[src/hw/rtl/drbl_pkg.sv]
// Shared types, constants and register codes for the DRAM row buffer latency block.
package drbl_pkg;

  localparam int BANKS      = 16;
  localparam int BANK_BITS  = $clog2(BANKS);
  localparam int ROW_BITS   = 18;
  localparam int ROW_SHIFT  = 8;
  localparam int ADDR_W     = 26;
  localparam int DELAY_W    = 8;
  localparam int LAT_W      = 10;
  localparam int OUTCOME_W  = 2;
  localparam int PHASE_W    = 2;
  localparam int COUNT_W    = 32;
  localparam int SUM_W      = 48;

  localparam int QUEUE_DEPTH = 4;
  localparam int QPTR_W      = $clog2(QUEUE_DEPTH);
  localparam int QCNT_W      = $clog2(QUEUE_DEPTH + 1);

  localparam int PADDR_W = 4;
  localparam int PDATA_W = 32;
  localparam int REG_IDX_W = 2;

  // register indexes (paddr[3:2])
  localparam logic [REG_IDX_W-1:0] REG_PAGE_POLICY = 2'd0;
  localparam logic [REG_IDX_W-1:0] REG_BASE_DELAY  = 2'd1;
  localparam logic [REG_IDX_W-1:0] REG_PHASE_DELAY = 2'd2;

  localparam logic [DELAY_W-1:0] BASE_DELAY_RST  = 8'd10;
  localparam logic [DELAY_W-1:0] PHASE_DELAY_RST = 8'd45;

  // access outcome codes
  localparam logic [OUTCOME_W-1:0] OUT_EMPTY    = 2'd0;
  localparam logic [OUTCOME_W-1:0] OUT_HIT      = 2'd1;
  localparam logic [OUTCOME_W-1:0] OUT_CONFLICT = 2'd2;

  // phase counts
  localparam logic [PHASE_W-1:0] PH_ONE   = 2'd1;
  localparam logic [PHASE_W-1:0] PH_TWO   = 2'd2;
  localparam logic [PHASE_W-1:0] PH_THREE = 2'd3;

  typedef struct packed {
    logic               page_policy;
    logic [DELAY_W-1:0] base_delay;
    logic [DELAY_W-1:0] phase_delay;
  } drbl_cfg_t;

  typedef struct packed {
    logic [OUTCOME_W-1:0] outcome;
    logic [PHASE_W-1:0]   phases;
    logic                 is_write;
  } drbl_cmd_t;

  typedef struct packed {
    logic full;
    logic empty;
  } drbl_q_stat_t;

endpackage

[src/hw/rtl/drbl_in_if.sv]
// Access request channel.
interface drbl_in_if import drbl_pkg::*; ();
  logic              valid;
  logic              ready;
  logic [ADDR_W-1:0] line_addr;
  logic              is_write;

  modport source (output valid, output line_addr, output is_write, input ready);
  modport sink   (input valid, input line_addr, input is_write, output ready);
endinterface

[src/hw/rtl/drbl_out_if.sv]
// Access result channel.
interface drbl_out_if import drbl_pkg::*; ();
  logic                 valid;
  logic                 ready;
  logic [LAT_W-1:0]     latency;
  logic [OUTCOME_W-1:0] outcome;
  logic [COUNT_W-1:0]   kind_count;
  logic [SUM_W-1:0]     kind_delay_total;

  modport source (output valid, output latency, output outcome, output kind_count,
                  output kind_delay_total, input ready);
  modport sink   (input valid, input latency, input outcome, input kind_count,
                  input kind_delay_total, output ready);
endinterface

[src/hw/rtl/drbl_front.sv]
// Front end: accepts accesses, looks up the bank's open row and classifies the access.
module drbl_front import drbl_pkg::*; (
  input  logic             clk,
  input  logic             rst,
  input  logic             page_policy,
  drbl_in_if.sink          req,
  input  drbl_q_stat_t     q_stat,
  output logic             push,
  output drbl_cmd_t        push_cmd
);

  logic [ROW_BITS-1:0]  open_row [BANKS];
  logic [BANKS-1:0]     row_valid;
  logic [BANK_BITS-1:0] bank;
  logic [ROW_BITS-1:0]  row;

  assign bank      = req.line_addr[BANK_BITS-1:0];
  assign row       = req.line_addr[ROW_SHIFT +: ROW_BITS];
  assign req.ready = !q_stat.full;
  assign push      = req.valid && req.ready;

  always_comb begin
    push_cmd.is_write = req.is_write;
    if (!row_valid[bank]) begin
      push_cmd.outcome = OUT_EMPTY;
      push_cmd.phases  = PH_TWO;
    end else if (open_row[bank] == row) begin
      push_cmd.outcome = OUT_HIT;
      push_cmd.phases  = page_policy ? PH_TWO : PH_ONE;
    end else begin
      push_cmd.outcome = OUT_CONFLICT;
      push_cmd.phases  = page_policy ? PH_TWO : PH_THREE;
    end
  end

  always_ff @(posedge clk) begin
    if (rst) begin
      row_valid <= '0;
    end else if (push) begin
      row_valid[bank] <= 1'b1;
    end
  end

  always_ff @(posedge clk) begin
    if (push) begin
      open_row[bank] <= row;
    end
  end

endmodule

[src/hw/rtl/drbl_cmd_fifo.sv]
// Short queue of classified accesses between front and back end.
module drbl_cmd_fifo import drbl_pkg::*; (
  input  logic         clk,
  input  logic         rst,
  input  logic         push,
  input  drbl_cmd_t    push_cmd,
  input  logic         pop,
  output drbl_cmd_t    pop_cmd,
  output drbl_q_stat_t stat
);

  drbl_cmd_t          entries [QUEUE_DEPTH];
  logic [QPTR_W-1:0]  wr_ptr;
  logic [QPTR_W-1:0]  rd_ptr;
  logic [QCNT_W-1:0]  count;

  assign stat.full  = (count == QCNT_W'(QUEUE_DEPTH));
  assign stat.empty = (count == '0);
  assign pop_cmd    = entries[rd_ptr];

  always_ff @(posedge clk) begin
    if (rst) begin
      wr_ptr <= '0;
      rd_ptr <= '0;
      count  <= '0;
    end else begin
      if (push) begin
        wr_ptr <= wr_ptr + 1'b1;
      end
      if (pop) begin
        rd_ptr <= rd_ptr + 1'b1;
      end
      case ({push, pop})
        2'b10:   count <= count + 1'b1;
        2'b01:   count <= count - 1'b1;
        default: count <= count;
      endcase
    end
  end

  always_ff @(posedge clk) begin
    if (push) begin
      entries[wr_ptr] <= push_cmd;
    end
  end

endmodule

[src/hw/rtl/drbl_back.sv]
// Back end: computes latency, updates per-kind statistics and holds the result register.
module drbl_back import drbl_pkg::*; (
  input  logic         clk,
  input  logic         rst,
  input  drbl_cfg_t    cfg,
  input  drbl_cmd_t    cmd,
  input  drbl_q_stat_t q_stat,
  output logic         pop,
  drbl_out_if.source   rsp
);

  logic                 out_valid;
  logic [LAT_W-1:0]     out_latency;
  logic [OUTCOME_W-1:0] out_outcome;
  logic [COUNT_W-1:0]   out_count;
  logic [SUM_W-1:0]     out_sum;

  logic [COUNT_W-1:0]   read_count;
  logic [COUNT_W-1:0]   write_count;
  logic [SUM_W-1:0]     read_delay_sum;
  logic [SUM_W-1:0]     write_delay_sum;

  logic [LAT_W-1:0]     latency;
  logic [COUNT_W-1:0]   cnt_cur;
  logic [SUM_W-1:0]     sum_cur;
  logic [COUNT_W-1:0]   cnt_next;
  logic [SUM_W:0]       sum_wide;
  logic [SUM_W-1:0]     sum_next;

  assign pop = !q_stat.empty && (!out_valid || rsp.ready);

  always_comb begin
    latency  = LAT_W'(cfg.base_delay) + LAT_W'(cmd.phases) * LAT_W'(cfg.phase_delay);
    cnt_cur  = cmd.is_write ? write_count : read_count;
    sum_cur  = cmd.is_write ? write_delay_sum : read_delay_sum;
    cnt_next = (cnt_cur == '1) ? cnt_cur : cnt_cur + 1'b1;
    sum_wide = {1'b0, sum_cur} + (SUM_W + 1)'(latency);
    // carry out means the total passed its all-ones ceiling
    sum_next = sum_wide[SUM_W] ? '1 : sum_wide[SUM_W-1:0];
  end

  always_ff @(posedge clk) begin
    if (rst) begin
      out_valid       <= 1'b0;
      read_count      <= '0;
      write_count     <= '0;
      read_delay_sum  <= '0;
      write_delay_sum <= '0;
    end else begin
      if (pop) begin
        out_valid <= 1'b1;
        if (cmd.is_write) begin
          write_count     <= cnt_next;
          write_delay_sum <= sum_next;
        end else begin
          read_count     <= cnt_next;
          read_delay_sum <= sum_next;
        end
      end else if (rsp.ready) begin
        out_valid <= 1'b0;
      end
    end
  end

  always_ff @(posedge clk) begin
    if (pop) begin
      out_latency <= latency;
      out_outcome <= cmd.outcome;
      out_count   <= cnt_next;
      out_sum     <= sum_next;
    end
  end

  assign rsp.valid            = out_valid;
  assign rsp.latency          = out_latency;
  assign rsp.outcome          = out_outcome;
  assign rsp.kind_count       = out_count;
  assign rsp.kind_delay_total = out_sum;

endmodule

[src/hw/rtl/dram_row_buffer_latency.sv]
// Top level: DRAM row buffer latency model with config registers, front, queue and back end.
//
//  channel  dir  handshake          payload
//  req      in   valid/ready        line_addr[25:0], is_write
//  rsp      out  valid/ready        latency[9:0], outcome[1:0], kind_count[31:0],
//                                   kind_delay_total[47:0]
//  apb      in   psel/penable       paddr[3:0], pwrite, pwdata[31:0] -> prdata, pready
//
// One access per cycle is accepted while the four-entry queue has room; the
// front end classifies it in the cycle of transfer against the bank row table.
// The accepted entry is written into the queue, then moves from the queue into
// the result register when the back end pops it; the back end retires one entry
// per cycle while the result register is empty or its result is being taken.
// rsp stalls back up through the queue to req.ready. Synchronous reset clears
// bank valid marks, statistics and registers; open rows need no reset.
module dram_row_buffer_latency import drbl_pkg::*; (
  input  logic               clk,
  input  logic               rst,
  drbl_in_if.sink            req,
  drbl_out_if.source         rsp,
  input  logic               psel,
  input  logic               penable,
  input  logic               pwrite,
  input  logic [PADDR_W-1:0] paddr,
  input  logic [PDATA_W-1:0] pwdata,
  output logic [PDATA_W-1:0] prdata,
  output logic               pready
);

  drbl_cfg_t        cfg;
  logic             cfg_wr;
  logic [REG_IDX_W-1:0] reg_idx;

  logic             push;
  drbl_cmd_t        push_cmd;
  logic             pop;
  drbl_cmd_t        pop_cmd;
  drbl_q_stat_t     q_stat;

  assign pready  = 1'b1;
  assign cfg_wr  = psel && penable && pwrite && pready;
  assign reg_idx = paddr[PADDR_W-1:2];

  always_ff @(posedge clk) begin
    if (rst) begin
      cfg.page_policy <= 1'b0;
      cfg.base_delay  <= BASE_DELAY_RST;
      cfg.phase_delay <= PHASE_DELAY_RST;
    end else if (cfg_wr) begin
      unique case (reg_idx)
        REG_PAGE_POLICY: cfg.page_policy <= pwdata[0];
        REG_BASE_DELAY:  cfg.base_delay  <= pwdata[DELAY_W-1:0];
        REG_PHASE_DELAY: cfg.phase_delay <= pwdata[DELAY_W-1:0];
        default: ;
      endcase
    end
  end

  always_comb begin
    unique case (reg_idx)
      REG_PAGE_POLICY: prdata = PDATA_W'(cfg.page_policy);
      REG_BASE_DELAY:  prdata = PDATA_W'(cfg.base_delay);
      REG_PHASE_DELAY: prdata = PDATA_W'(cfg.phase_delay);
      default:         prdata = '0;
    endcase
  end

  drbl_front u_front (
    .clk         (clk),
    .rst         (rst),
    .page_policy (cfg.page_policy),
    .req         (req),
    .q_stat      (q_stat),
    .push        (push),
    .push_cmd    (push_cmd)
  );

  drbl_cmd_fifo u_fifo (
    .clk      (clk),
    .rst      (rst),
    .push     (push),
    .push_cmd (push_cmd),
    .pop      (pop),
    .pop_cmd  (pop_cmd),
    .stat     (q_stat)
  );

  drbl_back u_back (
    .clk    (clk),
    .rst    (rst),
    .cfg    (cfg),
    .cmd    (pop_cmd),
    .q_stat (q_stat),
    .pop    (pop),
    .rsp    (rsp)
  );

`ifndef SYNTHESIS
  a_no_overflow: assert property (@(posedge clk) disable iff (rst)
    push |-> !q_stat.full)
    else $error("queue written while full");

  a_no_underflow: assert property (@(posedge clk) disable iff (rst)
    pop |-> !q_stat.empty)
    else $error("queue read while empty");

  a_hit_latency: assert property (@(posedge clk) disable iff (rst)
    (rsp.valid && rsp.outcome == OUT_HIT && !cfg.page_policy) |->
      (rsp.latency == (LAT_W'(cfg.base_delay) + LAT_W'(cfg.phase_delay))))
    else $error("open page hit latency mismatch");
`endif

endmodule
[src/flat_wrapper.sv]
// flat-port wrapper written by rule: the top's interface ports become plain ports
module dram_row_buffer_latency_flat import drbl_pkg::*;
  (clk, rst, psel, penable, pwrite, paddr, pwdata, prdata, pready, req_valid, req_line_addr, req_is_write, req_ready, rsp_valid, rsp_latency, rsp_outcome, rsp_kind_count, rsp_kind_delay_total, rsp_ready);
  drbl_in_if req_i ();
  drbl_out_if rsp_i ();
  input  logic clk;
  input  logic rst;
  input  logic psel;
  input  logic penable;
  input  logic pwrite;
  input  logic [PADDR_W-1:0] paddr;
  input  logic [PDATA_W-1:0] pwdata;
  output logic [PDATA_W-1:0] prdata;
  output logic pready;
  input wire logic [$bits(req_i.valid)-1:0] req_valid;
  input wire logic [$bits(req_i.line_addr)-1:0] req_line_addr;
  input wire logic [$bits(req_i.is_write)-1:0] req_is_write;
  output wire logic [$bits(req_i.ready)-1:0] req_ready;
  output wire logic [$bits(rsp_i.valid)-1:0] rsp_valid;
  output wire logic [$bits(rsp_i.latency)-1:0] rsp_latency;
  output wire logic [$bits(rsp_i.outcome)-1:0] rsp_outcome;
  output wire logic [$bits(rsp_i.kind_count)-1:0] rsp_kind_count;
  output wire logic [$bits(rsp_i.kind_delay_total)-1:0] rsp_kind_delay_total;
  input wire logic [$bits(rsp_i.ready)-1:0] rsp_ready;
  assign req_i.valid = req_valid;
  assign req_i.line_addr = req_line_addr;
  assign req_i.is_write = req_is_write;
  assign req_ready = req_i.ready;
  assign rsp_valid = rsp_i.valid;
  assign rsp_latency = rsp_i.latency;
  assign rsp_outcome = rsp_i.outcome;
  assign rsp_kind_count = rsp_i.kind_count;
  assign rsp_kind_delay_total = rsp_i.kind_delay_total;
  assign rsp_i.ready = rsp_ready;
  dram_row_buffer_latency u_core (.clk(clk), .rst(rst), .req(req_i), .rsp(rsp_i), .psel(psel), .penable(penable), .pwrite(pwrite), .paddr(paddr), .pwdata(pwdata), .prdata(prdata), .pready(pready));
endmodule
[config.mk]
export PLATFORM = sky130hd
export DESIGN_NAME = dram_row_buffer_latency_flat
export DESIGN_NICKNAME = d
export VERILOG_FILES = /design/src/hw/rtl/drbl_pkg.sv /design/src/hw/rtl/drbl_in_if.sv /design/src/hw/rtl/drbl_out_if.sv /design/src/hw/rtl/drbl_front.sv /design/src/hw/rtl/drbl_cmd_fifo.sv /design/src/hw/rtl/drbl_back.sv /design/src/hw/rtl/dram_row_buffer_latency.sv /design/src/flat_wrapper.sv
export SDC_FILE = /design/constraint.sdc
export NUM_CORES = 1
export LEC_CHECK = 0
export ABC_AREA = 1
export BUFFER_PORTS_ARGS = -buffer_cell sky130_fd_sc_hd__buf_2
export CORE_UTILIZATION = 30
export DETAILED_ROUTE_END_ITERATION = 16
export SLEW_MARGIN = 20
export SYNTH_ARGS = -nofsm -noshare
export SYNTH_HDL_FRONTEND = slang
export SYNTH_SLANG_ARGS = --single-unit
[constraint.sdc]
create_clock -name clk -period 7.85 [get_ports clk]
set_input_delay 0.785 -clock clk [delete_from_list [all_inputs] [get_ports clk]]
set_output_delay 0.785 -clock clk [all_outputs]
set_load 0.05 [all_outputs]
; ---- After elaboration in Yosys (flattened, before gate mapping)
; Memories as Yosys holds them, arrays and structs flattened. A register that Yosys moved wholly into a read port is not among the register bits.
; Index checks and enable logic that the tools add are counted.
[op_classes]
multipliers = 1
eq_ne = 7
addsub = 7
n_lt_le_gt_ge = 2
bitwise = 2
n_reduce_logical = 18
n_mux = 20
[op_table]
columns = op, n
row1 = 48-bit two-way mux, 2
row2 = 32-bit two-way mux, 2
row3 = 48-bit by 10-bit adder with 49-bit output, 1
row4 = 32-bit by 1-bit adder with 32-bit output (second input constant), 1
row5 = 32-bit equality test (second input constant), 1
row6 = 8-bit case mux with 3 select lines, 1
row7 = 18-bit equality test, 1
row8 = 16-bit bitwise OR, 1
row9 = 8-bit by 10-bit adder with 10-bit output, 1
row10 = 2-bit by 8-bit multiplier with 10-bit output, 1
row11 = 2-bit AND reduction, 5
row12 = 4-bit two-way mux, 2
row13 = 1-bit two-way mux, 7
row14 = 2-bit two-way mux, 3
row15 = 3-bit case mux with 2 select lines, 1
row16 = 1-bit logical AND, 5
row17 = 4-bit by 5-bit < comparator with 1-bit output (second input constant), 1
row18 = 2-bit by 1-bit adder with 2-bit output (second input constant), 2
row19 = 1-bit binary-select mux with 4-bit select, 1
row20 = 1-bit demux with 4-bit select, 1
row21 = 2-bit by 1-bit equality test with 1-bit output (second input constant), 2
row22 = 2-bit equality test (second input constant), 2
row23 = 4-bit by 1-bit >= comparator with 1-bit output (second input constant), 1
row24 = 2-bit nonzero test, 2
row25 = other kinds (8), 10
[totals]
mem_bits_rw = 308
n_memories = 2
inputBits = 70
reg_bits = 293
wordCells = 75
out_inout_bits = 127
[mem_list]
columns = memory, words, width, read_ports, rd_ports_with_merged_regs, wr, line
row1 = u_core.u_front.open_row, 16, 18, 1, 0, 1, drbl_front.sv:12  ; logic [ROW_BITS-1:0] open_row [BANKS];
row2 = u_core.u_fifo.entries, 4, 5, 1, 1, 1, drbl_cmd_fifo.sv:12  ; drbl_cmd_t entries [QUEUE_DEPTH];

; ---- Depth between registers and ports, before layout
[logic_depth]
ltp_word = 5
depth_mapped = 30
depth_no_buf = 29

; ---- Modules after synthesis
; Synthesis repeated with hierarchy kept, for this count alone.
[unflattened]
hier_cells = 3313
area_unflattened_um2 = 28623.7
[by_module_without_submodules]
columns = mod, area_per_inst_um2, seq_area_each_um2, cells_per_inst, instances
row1 = drbl_back, 13595.5, 5985.7, 1787, 1
row2 = drbl_front, 12803.5, 8968.6, 1262, 1
row3 = drbl_cmd_fifo, 1182.4, 780.7, 106, 1
row4 = dram_row_buffer_latency, 1042.2, 340.3, 158, 1

; ---- Worst setup path after synthesis
; Ideal clock, no wire load.
[synth_path]
path_kind = input -> register
from = input rsp_ready
to = register u_core.u_fifo.count[2]
stages = 9
setup_ps = 122
path_buffers = 0
arrival_ps = 7226
required_time_ps = 7728
setup_slack_ps = 502
path_cell_list = nor2_1 a31oi_1 ha_1 inv_1 fa_1 a21oi_1 o21ai_0 o21ai_0 a21oi_1
[synth_via]
elab_chain_len = 4
word_cells_on_any_way = 6
classes_between = 2 x eq/ne / 1 x mux / 3 x reduce/logical
[synth_lines]
columns = item, line
row1 = from (decl), flat_wrapper.sv:24  ; input wire logic [$bits(rsp_i.ready)-1:0] rsp_ready;
row2 = 1-bit logical OR *, drbl_back.sv:30  ; assign pop = !q_stat.empty && (!out_valid || rsp.ready);
row3 = 1-bit logical AND *, drbl_back.sv:30
row4 = via u_core.pop, dram_row_buffer_latency.sv:36  ; logic pop;
row5 = 2-bit by 1-bit equality test with 1-bit output or 2-bit equality test (tied branches), drbl_cmd_fifo.sv:33  ; case ({push, pop})
row6 = 3-bit case mux with 2 select lines or 2-bit nonzero test (tied branches), n/a
row7 = to (signal assigned), drbl_cmd_fifo.sv:34  ; 2'b10: count <= count + 1'b1;
row8 = to (signal assigned), drbl_cmd_fifo.sv:35  ; 2'b01: count <= count - 1'b1;
row9 = to (signal assigned), drbl_cmd_fifo.sv:36  ; default: count <= count;
row10 = to (decl), drbl_cmd_fifo.sv:15  ; logic [QCNT_W-1:0] count;
; Mark *: on every way through the listed nets, which the timed path passes. The rest lies on a longest branch.
; A chain may end at the register's enable or synchronous reset.

==> run summary <==
The run finished with clean final reports. The per-instance average area after synthesis is 9.47 um2. The number of buffers between clock root and the deepest sink came out at 3. Summing all multi-input logic gate instances after layout gives 0.00932 mm2. The CTS tree is built.

In this design, the stage delay of the slowest critical-path cell is 0.58 ns. The total number of H-tree levels came out at 3. Of the synthesized area, sequential elements account for 0.588. For this run, the number of Yosys warnings is 0.

The number of antenna violations at the first check in global routing was 5. STA classifies the critical path startpoint as a flop. Routability-driven placement finished with a final weighted congestion of 0.937. The cell accounting for the most synthesized area is edfxtp_1.

The die covers 0.0924 mm2. The global-route total usage across every layer came out at 0.153. The number of buffer cells added on primary ports is 141. The via count of the first global-routing pass came out at 18,663. The number of hold buffers added after CTS came out at 0. Setup repair after global routing left no endpoint under its margin. The number of cells produced by synthesis is 2,886. The summed negative setup slack over all endpoints came out at 0 ns.

In the synthesized netlist the dominant register cell turns out to be edfxtp_1. By instance count, the cell type seen most on the critical path is nand2_1. The first detailed-routing pass ran for 5 iterations.

The area of the core came out at 0.0901 mm2. The CTS clock-pin slew for the worst setup and hold paths came out at 0.06 ns. The HPWL after detailed placement came out at 46,300 um.

The number of antenna repair diodes came out at 0. For this configuration, the core starts out at a cell density of 0.303. After filler insertion, the fill cell instance count of the layout stands at 9,064. By area the synthesized netlist is led by edfxtp_1, dfxtp_1, nand2_1. The first global-routing pass estimated 110,000 um of wire.

The fraction of registers with async set or reset after synthesis is 0. After detailed routing, the number of remaining DRC violations is 0. In this run the static leakage power is 12.8 nW. The vertical die dimension came out at 304 um. The number of cell rows came out at 110. The slowest library cell on the worst path is o21ai_0. The routed length per instance is 17.0 um. The peak ir drop on the vdd network is 0.215 mV. Across the whole layout, storage elements account for 0.0161 mm2.

The measured slew at the worst slew-check pin came out at 0.958 ns. The top fanout value on the critical path is 32. The number of setup buffers added after CTS is 0. Relative to the synthesized area, the layout overhead comes to 15.1%.

The die boundary width is 304 um. By startpoint and endpoint, the worst setup path is classified as reg -> reg. The worst relative slew slack came out at 0.361. The via density per instance is 4.77. Between clock sinks in the finished design, the worst skew comes to 0.0567 ns.

The placed instances occupy a cell area of 0.0292 mm2. The routed wire length came out at 72,100 um. Dividing total power by cell area gives a power density of 417 mW/mm2. The number of sinks on the clock net came out at 603.

Yosys mapped a number of flops with a built-in enable equal to 400. The overall overflow remaining after global route came out at 0. The post-detailed-route count of antenna-violating nets is 0. The number of DRC violations after detailed-routing iteration 0 is 1,581. In the finished design, the share of the clock period the worst path needs comes to 0.811. The final route contains 20,200 vias. The count of max-cap constraint violations came out at 0. The mapped netlist covers 0.0273 mm2.

The number of distinct library cells after synthesis came out at 53. The endpoint arrival time on the critical path came out at 6.91 ns. 197 I/O pins were placed. The final count of negative-setup-slack endpoints came out at 0. Of the cells placed in the final design, the portion with a size suffix greater than 1 is 0.131. The share of synthesized area in the top cell type comes to 0.439. The total number of nets in the final design came out at 3,113. The worst setup path is captured at a flop.

Timing would allow up to 157 MHz. In this run the clock root is driven by a clkbuf_16. The clock latency of the later-clocked register in the worst-skew pair came out at 0.65 ns. The time the final worst path needs with I/O delays and setup came out at 6.37 ns. The data required time of the worst path came out at 8.39 ns. The final max-slew violation count came out at 0.

The synthesis-stage register bit count is 603. The path class of the tightest hold or removal check is in -> reg. The number of gates given a new drive strength after cts came out at 0. The total count of hold-check failures in the final report came out at 0. The total CTS buffers is 68. Entering global routing, the biggest net connects 77 pins. Once layout is done, the placed cells without fillers occupy 0.0315 mm2.
## sequential cells by signal, indices dropped and copies added, names as in the netlist, 16 cells and up, named ones only
name	count
u_core.u_fifo.entries	20
u_core.u_back.write_delay_sum	48
u_core.u_back.rsp.kind_delay_total	48
u_core.u_front.row_valid	16
u_core.u_back.write_count	32
u_core.u_back.read_delay_sum	48
u_core.u_front.open_row	288
u_core.u_back.rsp.kind_count	32
u_core.cfg	17
u_core.u_back.read_count	32
## final timing paths
check	start	to	slack [ns]	depth (start not counted)
worst min-delay path	pwdata[0]	u_core.cfg[0]$_SDFFE_PP1P_	0.38	3
worst max-delay path	flop	u_core.u_back.read_delay_sum[25]$_SDFFE_PP0P_	1.48	29
worst min register to register	u_core.u_back.read_count[18]$_SDFFE_PP0P_	u_core.u_back.read_count[18]$_SDFFE_PP0P_	0.47	2
worst max register to register	flop	u_core.u_back.read_delay_sum[25]$_SDFFE_PP0P_	1.48	29
## routing by layer
| layer | part of all wire | track usage |
|---|---|---|
| met1 | 0.46 | 0.210 |
| met2 | 0.46 | 0.244 |
| met3 | 0.058 | 0.0286 |
| met4 | 0.021 | 0.0472 |
| met5 | 0.00069 | 0 |
## cell families (layout without fill, tap and decap cells)
group / Yosys count / after routing / synth area share
multiplexers: 1 / 1 / 0.000366
flip-flops: 603 / 603 / 0.588
other: 2 / 25 / 0.000275
buffers and inverters: 509 / 660 / 0.0782
AO/OA/AOI/OAI: 574 / 574 / 0.122
XOR/XNOR: 39 / 39 / 0.0130
adder cells (fa/ha/maj): 35 / 35 / 0.0188
AND/OR/NAND/NOR: 1123 / 1123 / 0.180
## worst max-delay path, delay by kind of cell (launching register included)
family,cells,cell delay (ns)
buffers and inverters,7,1.35
xor gates and xnor gates,1,0.18
and+or+nand+nor,13,1.55
DFF,1,0.53
AOI/OAI and AO/OA,4,1.07
adders and majority gates,4,1.53
## cells in the mapped netlist (2+ instances only)
master and n:
dfxtp_1 203, o21ai_0 185, nor2_4 3, clkbuf_1 80, a22oi_1 144, or2_2 29
nand4_1 38, nor3_2 3, nor2_1 389, buf_6 11, buf_1 10, o211ai_1 4
nand2_2 13, fa_1 10, clkinv_1 5, xnor2_1 14, nor2_2 5, buf_4 30
a211oi_2 2, buf_2 9, inv_2 10, conb_1 2, nand3_2 26, nand3_1 121
inv_1 352, nand3b_1 10, xor2_1 23, nor3_1 19, nand2b_1 2, ha_1 25
buf_8 2, nand2_1 457, a21oi_1 151, o21bai_1 5, and2_1 2, o22ai_1 11
nand3_4 2, edfxtp_1 400, o21ai_2 6, o21ai_1 60
## cell type report
type	instances	share of cell area
Clock buffer	90	0.0593
Clock inverter	32	0.0136
Inverter	367	0.0438
Multi-Input combinational cell	1797	0.296
Sequential cell	603	0.511
Tap cell	1176	0.0467
Timing Repair Buffer	171	0.0297
## cell usage in the layout, fill, tap and decap left out, types with 11 or more instances in the layout
| master | n |
|---|---|
| nor3_1 | 19 |
| buf_4 | 31 |
| nand3_2 | 26 |
| o21ai_1 | 60 |
| buf_2 | 140 |
| nand2_1 | 457 |
| nor2_1 | 368 |
| or2_2 | 29 |
| ha_1 | 25 |
| nand3_1 | 121 |
| nand2_2 | 13 |
| edfxtp_1 | 400 |
| o22ai_1 | 11 |
| nor2_4 | 11 |
| nand4_1 | 38 |
| clkinv_2 | 11 |
| clkbuf_16 | 70 |
| conb_1 | 25 |
| inv_1 | 349 |
| clkinv_1 | 12 |
| a22oi_1 | 144 |
| o21ai_0 | 185 |
| dfxtp_1 | 203 |
| a21oi_1 | 151 |
| inv_2 | 11 |
| clkbuf_1 | 16 |
| xnor2_1 | 14 |
| nor2_2 | 18 |
| xor2_1 | 23 |
## per-stage QoR
step,worst slack [ns],cells,power (mW),hold WS (ns),util
finish,1.48,4236,13.1,0.384,0.349
global route,0.906,4236,14.0,0.349,0.349
CTS,1.46,4236,13.2,0.326,0.349
detailed placement,1.50,4114,9.96,0.452,0.324
global placement,1.60,4114,9.90,0.450,0.324
floorplan,0.502,2909,8.63,0.436,-
## report_power, final
part	switching [mW]	internal, mW
clock network	1.35	1.87
logic	4.00	1.36
registers	0.253	4.29
(Power assumes the default switching activity.)
